[src/rtl/priority_packet_rule_matcher_top_defines.svh]
// Assertion macros shared by the rule matcher RTL.
// Included by files that carry concurrent assertions; no other dependencies.
`ifndef PRIORITY_PACKET_RULE_MATCHER_TOP_DEFINES_SVH
`define PRIORITY_PACKET_RULE_MATCHER_TOP_DEFINES_SVH

// Clocked check, muted while reset is high
`define PPRM_ASSERT(name, clk, rst, prop, msg) \
   name: assert property (@(posedge clk) disable iff (rst) prop) else $error(msg);

// Clocked check that also holds during reset
`define PPRM_ASSERT_ALWAYS(name, clk, prop, msg) \
   name: assert property (@(posedge clk) prop) else $error(msg);

`endif

[src/rtl/pprm_pkg.sv]
// Shared types and codes for the priority packet rule matcher.
// Used by pprm_cell and priority_packet_rule_matcher_top; no dependencies.
package pprm_pkg;

   // Table depth default
   localparam int NUM_RULES_DEF = 32;

   // Request codes carried in req_tuser
   localparam logic [1:0] REQ_ADD    = 2'd0;
   localparam logic [1:0] REQ_REMOVE = 2'd1;
   localparam logic [1:0] REQ_EVAL   = 2'd2;

   // Rule wildcards
   localparam logic [1:0] DIR_ANY    = 2'd2;
   localparam logic [1:0] PROTO_WILD = 2'd0;

   // Port widths
   localparam int REQ_TDATA_W = 192;
   localparam int REQ_TUSER_W = 2;
   localparam int RSP_TDATA_W = 8;
   localparam int SLOT_W      = 5;
   localparam int IDX_W       = 5;

   // One rule, or the header fields of one packet
   typedef struct packed {
      logic [31:0] src_ip;
      logic [31:0] src_netmask;
      logic [31:0] dst_ip;
      logic [31:0] dst_netmask;
      logic [15:0] sport;
      logic [15:0] dport;
      logic [1:0]  proto;
      logic [1:0]  direction;
      logic [15:0] priority_req;
      logic        action;
   } rule_type;

   // Per-cell write controls
   typedef struct packed {
      logic add_en;
      logic rem_en;
   } cell_ctl_type;

   // Search token handed from cell to cell
   typedef struct packed {
      logic        valid;
      logic        found;
      logic [15:0] low_pri;
      logic        allow;
   } tok_type;

   // Result item, status in the lowest bit
   typedef struct packed {
      logic [SLOT_W-1:0]  slot;
      logic               allow;
      logic               status;
   } rsp_type;

endpackage

[src/rtl/pprm_cell.sv]
// One rule slot of the matcher chain: holds a rule and its active bit,
// and updates the search token passing through it. Depends on pprm_pkg.
module pprm_cell (
   input  logic                  clock,
   input  logic                  reset,
   input  pprm_pkg::cell_ctl_type ctl,
   input  pprm_pkg::rule_type    wr_rule,
   input  pprm_pkg::rule_type    pkt,
   input  pprm_pkg::tok_type     tok_in,
   output pprm_pkg::tok_type     tok_out
);

   logic                active_ff;
   pprm_pkg::rule_type  rule_ff;
   pprm_pkg::tok_type   tok_ff;
   pprm_pkg::tok_type   tok_in_upd;

   logic dir_ok, proto_ok, src_ok, dst_ok, sport_ok, dport_ok, hit;

   // Field matches against the broadcast packet
   always_comb begin
      dir_ok   = (rule_ff.direction == pprm_pkg::DIR_ANY) ||
                 (rule_ff.direction == pkt.direction);
      proto_ok = (rule_ff.proto == pprm_pkg::PROTO_WILD) || (rule_ff.proto == pkt.proto);
      src_ok   = (rule_ff.src_ip == 32'd0) ||
                 ((pkt.src_ip & rule_ff.src_netmask) ==
                  (rule_ff.src_ip & rule_ff.src_netmask));
      dst_ok   = (rule_ff.dst_ip == 32'd0) ||
                 ((pkt.dst_ip & rule_ff.dst_netmask) ==
                  (rule_ff.dst_ip & rule_ff.dst_netmask));
      sport_ok = (rule_ff.sport == 16'd0) || (rule_ff.sport == pkt.sport);
      dport_ok = (rule_ff.dport == 16'd0) || (rule_ff.dport == pkt.dport);
      hit      = active_ff && dir_ok && proto_ok && src_ok && dst_ok && sport_ok && dport_ok;
   end

   // Strictly lower priority takes over; an earlier cell keeps a tie
   always_comb begin
      tok_in_upd = tok_in;
      if (hit && (!tok_in.found || (rule_ff.priority_req < tok_in.low_pri))) begin
         tok_in_upd.found   = 1'b1;
         tok_in_upd.low_pri = rule_ff.priority_req;
         tok_in_upd.allow   = rule_ff.action;
      end
   end

   // Active bit and token stage
   always_ff @(posedge clock) begin
      if (reset) begin
         active_ff <= 1'b0;
         tok_ff    <= '0;
      end else begin
         if (ctl.add_en) begin
            active_ff <= 1'b1;
         end else if (ctl.rem_en) begin
            active_ff <= 1'b0;
         end
         tok_ff <= tok_in_upd;
      end
   end

   // Rule payload
   always_ff @(posedge clock) begin
      if (ctl.add_en) begin
         rule_ff <= wr_rule;
      end
   end

   assign tok_out = tok_ff;

endmodule

[config.mk]
export PLATFORM = sky130hd
export DESIGN_NAME = pprm_cell
export DESIGN_NICKNAME = d
export VERILOG_FILES = /design/src/rtl/priority_packet_rule_matcher_top_defines.svh /design/src/rtl/pprm_pkg.sv /design/src/rtl/pprm_cell.sv
export SDC_FILE = /design/constraint.sdc
export NUM_CORES = 1
export LEC_CHECK = 0
export BUFFER_PORTS_ARGS = -buffer_cell sky130_fd_sc_hd__buf_2
export CELL_PAD_IN_SITES_DETAIL_PLACEMENT = 1
export CELL_PAD_IN_SITES_GLOBAL_PLACEMENT = 2
export CORE_MARGIN = 2
export CORE_UTILIZATION = 30
export CTS_BUF_LIST = sky130_fd_sc_hd__clkbuf_2 sky130_fd_sc_hd__clkbuf_4 sky130_fd_sc_hd__clkbuf_8
export CTS_CLUSTER_SIZE = 20
export DETAILED_ROUTE_END_ITERATION = 6
export PLACE_DENSITY = 0.84
export SYNTH_ARGS = -nofsm -noshare
export SYNTH_HDL_FRONTEND = slang
export SYNTH_SLANG_ARGS = --single-unit
[constraint.sdc]
create_clock -name clock -period 3.5 [get_ports clock]
set_input_delay 1.05 -clock clock [delete_from_list [all_inputs] [get_ports clock]]
set_output_delay 1.05 -clock clock [all_outputs]
set_load 0.05 [all_outputs]
# Word level (Yosys, flattened, before mapping)
# Cells that the tools add are included.
word_totals:
  reg_bits: 201
  in_bits: 385
  word_cells: 51
op_classes:
  magnitude_cmp: 1
  n_eq_ne: 7
  n_mux: 3
  n_bitwise: 4
  n_reduce_logical: 21
op_table:
  columns: ["cell", "n"]
  rows:
  - ["AND 32 bit", 4]
  - ["equality test 32 bit", 2]
  - ["logical NOT 32 bit", 2]
  - ["equality test 16 bit", 2]
  - ["logical NOT 16 bit", 2]
  - ["2-to-1 mux 18 bit", 1]
  - ["< comparator 16 bit", 1]
  - ["logical AND 1 bit", 7]
  - ["logical OR 1 bit", 7]
  - ["equality test 2 bit", 2]
  - ["equality test 2 bit, second input constant", 1]
  - ["logical NOT 2 bit", 1]
  - ["2-to-1 mux 1 bit", 2]
  - ["nonzero test 2 bit", 1]
  - ["logical NOT 1 bit", 1]

# Logic depth before layout (Yosys ltp)
depth:
  word_depth: 10
  depth_mapped: 10

# Worst setup path before layout
# Ideal clock, no wire load.
synth_timing:
  kind: "in2reg"
  startpoint: "input tok_in[10] (netlist name)"
  endpoint: "register tok_ff (netlist bit tok_out[10])"
  arrival_ns: 2.741
  required_ns: 3.430
  setup_slack_ns: 0.689
  stages: 10
  path_buffers: 1
  path_cell_list: "inv_1 ha_1 a211oi_1 o21a_1 nor3_1 o21ai_1 o41a_1 buf_2 nand4_1 a21oi_1"
synth_via:
  elab_chain_len: 4
synth_rtl:
  columns: ["item", "line_no", "rtl"]
  rows:
  - ["from (decl)", "pprm_cell.sv:9", "input pprm_pkg::tok_type tok_in,"]
  - ["< comparator 16 bit", "pprm_cell.sv:39", "if (hit && (!tok_in.found || (rule_ff.priority_req < tok_in.low_pri))) begin"]
  - ["logical OR 1 bit", "pprm_cell.sv:39", null]
  - ["logical AND 1 bit", "pprm_cell.sv:39", null]
  - ["2-to-1 mux 18 bit *", "pprm_cell.sv:39", null]
  - ["to (signal assigned)", "pprm_cell.sv:57", "tok_ff <= tok_in_upd;"]
  - ["to (decl)", "pprm_cell.sv:15", "pprm_pkg::tok_type tok_ff;"]
# Mark *: on every way between the ends. The rest lies on a longest branch, timed or not.
# A chain may end at the register's enable or synchronous reset.

# Worst setup path after layout
layout_timing:
  startpoint: "input tok_in[2] (netlist name)"
  endpoint: "register tok_ff (netlist bit tok_out[1])"
layout_via:
  elab_chain_len: 4
layout_rtl:
  columns: ["item", "line_no"]
  rows:
  - ["< comparator 16 bit", "pprm_cell.sv:39"]
  - ["logical OR 1 bit", "pprm_cell.sv:39"]
  - ["logical AND 1 bit", "pprm_cell.sv:39"]
  - ["2-to-1 mux 18 bit", "pprm_cell.sv:39"]
# Every way passes these cells.

==> impl_metrics.json <==
{
  "grt_max_degree": 63,
  "clkTransAtPathRegs_ps": 50,
  "fin_crit_ps": 2761,
  "track_usage_pct": 16.61,
  "ir_drop_uv": 271.8,
  "remaining_drc_errors": 0,
  "routabilityCongestion": 0.8055,
  "post_cts_resized": 0,
  "synth_edf_count": 181,
  "cts_tree": "built",
  "postCtsSetupBuffers": 0,
  "setup_violations": 0,
  "via_per_inst": 4.739,
  "dr.pass1.iters": 4,
  "ys_warn_count": 0,
  "reg2reg_depth": 8,
  "chipWidth_um": 169.6,
  "seq_area_frac_synth_pct": 70.90,
  "cellPowerDensity_nw_per_um2": 515.4,
  "cp_max_fo": 9,
  "crit_path_max_incr_delay_ps": 640,
  "rows": 60,
  "finalMaxSlewViolations": 0,
  "crit_cells": 10,
  "vias": 5933,
  "synth_area_sq_um": 8230,
  "slew_headroom_pct": 32.88,
  "final.setup_skew_ps": 11.74,
  "maxCapViolCount": 0,
  "layout_setup_ws_ps": 738.9,
  "post-dp-hpwl_mm": 18.97,
  "outcome": "finished clean",
  "yosys.area.top_type": "edfxtp_1",
  "die_h_um": 169.6,
  "synth_nets": 919,
  "clockRootBuffer": "clkbuf_8",
  "cts_buffers": 38,
  "synth.avg_cell_area_sq_um": 15.86,
  "port_buffers": 322,
  "cts_buffer_depth": 3,
  "r2r-end": "tok_out[1]",
  "syn_inst": 519,
  "insertion_delay_ps": 520,
  "hold_violations": 0,
  "ys_seq_elements": 201,
  "cp.arrival_ps": 3190,
  "nets": 1281,
  "synthArstFlopShare_pct": 0,
  "regArea_sq_um": 5836,
  "start_kind": "input pin",
  "tightest_slew_ps": 1006,
  "final_layout_size_suffix_gt1_share_pct": 45.19,
  "wl_per_cell_um": 19.48,
  "post-route-period-util_pct": 78.89,
  "htree_levels": 2,
  "crit_type": "input pin to register",
  "crit_required_ps": 3930,
  "drt_iter0_drc": 235,
  "crit_end": "tok_out[1]",
  "pin_count": 404,
  "critPathLaunch": "tok_in[2]",
  "start_util_pct": 30.54,
  "num-fill-cells": 2904,
  "areaGrowthSynthToFinish_pct": 34.10,
  "ant_nets": 0,
  "globalRouteOverflowTotal": 0,
  "cts.hold.buffers_added": 0,
  "reg2reg_slack_ps": 950,
  "finalSetupTns_ps": 0,
  "rsz0062_at_grt": "no",
  "critPathSlowestCell": "o41ai_4",
  "dieArea_sq_um": 28780,
  "r2r_start": "rule_ff[2]",
  "place_ws_ps": 178.4,
  "worstPathCellList": "buf_2 -> inv_1 -> ha_1 -> a21o_1 -> a211oi_1 -> o31a_1 -> o41ai_4 -> buf_4 -> o31ai_1 -> a21oi_1",
  "synthTopCellsByArea": "edfxtp_1 66%, xor2_1 10%, dfxtp_1 4.9%",
  "multi_input_area_sq_um": 2250,
  "wl_mm": 24.39,
  "clock_sink_count": 201,
  "ys_types": 35,
  "synth_top_area_share_pct": 66.04,
  "cp_top_family": "compound AO/OA/AOI/OAI gates",
  "coreArea_sq_um": 26950,
  "synthFlopType": "edfxtp_1",
  "antenna_found_initial": 6,
  "max_freq_mhz": 362.2,
  "grt_pass1_wl_mm": 36.06,
  "worstPathBufferInverterCount": 3,
  "leakagePower_nw": 4.602,
  "grt_pass1_vias": 6482,
  "hold_class": "register to register",
  "cp-end-kind": "register"
}
[logic make-up after synthesis]
group | synth area share (%)
compound gates | 8.452
buf+inv | 1.794
xor+xnor | 10.22
flops | 70.90
simple gates | 6.354
fa+ha+maj | 2.280
[power breakdown]
part	internal, mW	switching (mW)	total, mW
combinational	0.268	0.301	0.569
sequential	2.83	0.105	2.93
clock	1.22	0.964	2.19
[worst min path at each step]
stage                start          end  slack, ps  depth (start not counted)
2_1_floorplan    active_ff    active_ff        440                          2
3_3_place_gp    rule_ff[0]   tok_out[0]        540                          2
3_5_place_dp     active_ff    active_ff        580                          2
4_1_cts        rule_ff[11]  tok_out[11]        590                          2
5_1_grt         rule_ff[0]   tok_out[0]        620                          2
6_report       rule_ff[11]  tok_out[11]        580                          2
[cells in the final DEF (no fill, tap or decap), types with 2 or more instances in the layout]
master and instances:
buf_2 321, a21o_1 3, edfxtp_1 181, clkinv_1 2, a211oi_1 2, dfxtp_1 20, nand4_1 35, nand2b_1 2
o31ai_1 7, buf_4 8, a22oi_1 32, a21oi_1 22, diode_2 6, o21ai_0 5, nand2_1 4, nor4_1 35
clkbuf_8 40, clkbuf_4 16, nor2_1 5, o21a_1 2, o31ai_2 10, inv_1 20, buf_12 2, ha_1 15
xor2_1 96, clkinv_2 4
[worst register-to-register path: cells and delay by family (launching register included)]
family | cells | cell delay (ps)
buffers and inverters | 1 | 320
adders and majority gates | 1 | 290
AOI/OAI and AO/OA | 6 | 1440
DFF | 1 | 410
[per-layer routing]
layer / global-route usage (%) / up-vias / wire [um]
met1: 18.49 / 2847 / 9435
met3: 4.944 / 56 / 1856
met2: 29.35 / 254 / 12250
li1: - / 2776 / -
met4: 7.432 / 0 / 845
met5: 0 / - / 0
[sequential cells by signal (all words and copies together), names as in the netlist]
| signal | cells |
|---|---|
| active_ff | 1 |
| rule_ff | 181 |
| tok_out | 19 |
[per-stage QoR]
| stage | instance area [sq um] | std cells | utilization [%] | hold WS (ps) | power [mW] |
|---|---|---|---|---|---|
| detailed placement | 10300 | 1182 | 38.24 | 580.5 | 3.557 |
| CTS | 11020 | 1246 | 40.90 | 589.8 | 5.789 |
| global placement | 10300 | 1182 | 38.24 | 535.5 | 3.529 |
| global route | 11040 | 1252 | 40.95 | 615.6 | 5.947 |
| finish | 11040 | 1252 | 40.95 | 584.7 | 5.688 |
| floorplan | 8230 | 519 | - | 444.7 | 3.201 |
[synth_stat cells (5+ instances only)]
| cell type | number |
|---|---|
| a21oi_1 | 22 |
| a22oi_1 | 32 |
| dfxtp_1 | 20 |
| edfxtp_1 | 181 |
| ha_1 | 15 |
| inv_1 | 20 |
| nand4_1 | 35 |
| nor2_1 | 6 |
| nor4_1 | 35 |
| o21ai_0 | 5 |
| o31ai_1 | 7 |
| o31ai_2 | 10 |
| xor2_1 | 96 |
[layout make-up]
class | count | area share, %
multi-input combinational | 288 | 20.38
inverter | 20 | 0.6802
clock inverter | 8 | 0.4195
antenna | 6 | 0.1360
tap | 341 | 3.866
clock buffer | 56 | 6.076
timing repair buffer | 332 | 15.57
sequential | 201 | 52.87
No activity file was read; power rests on OpenSTA's default activity.
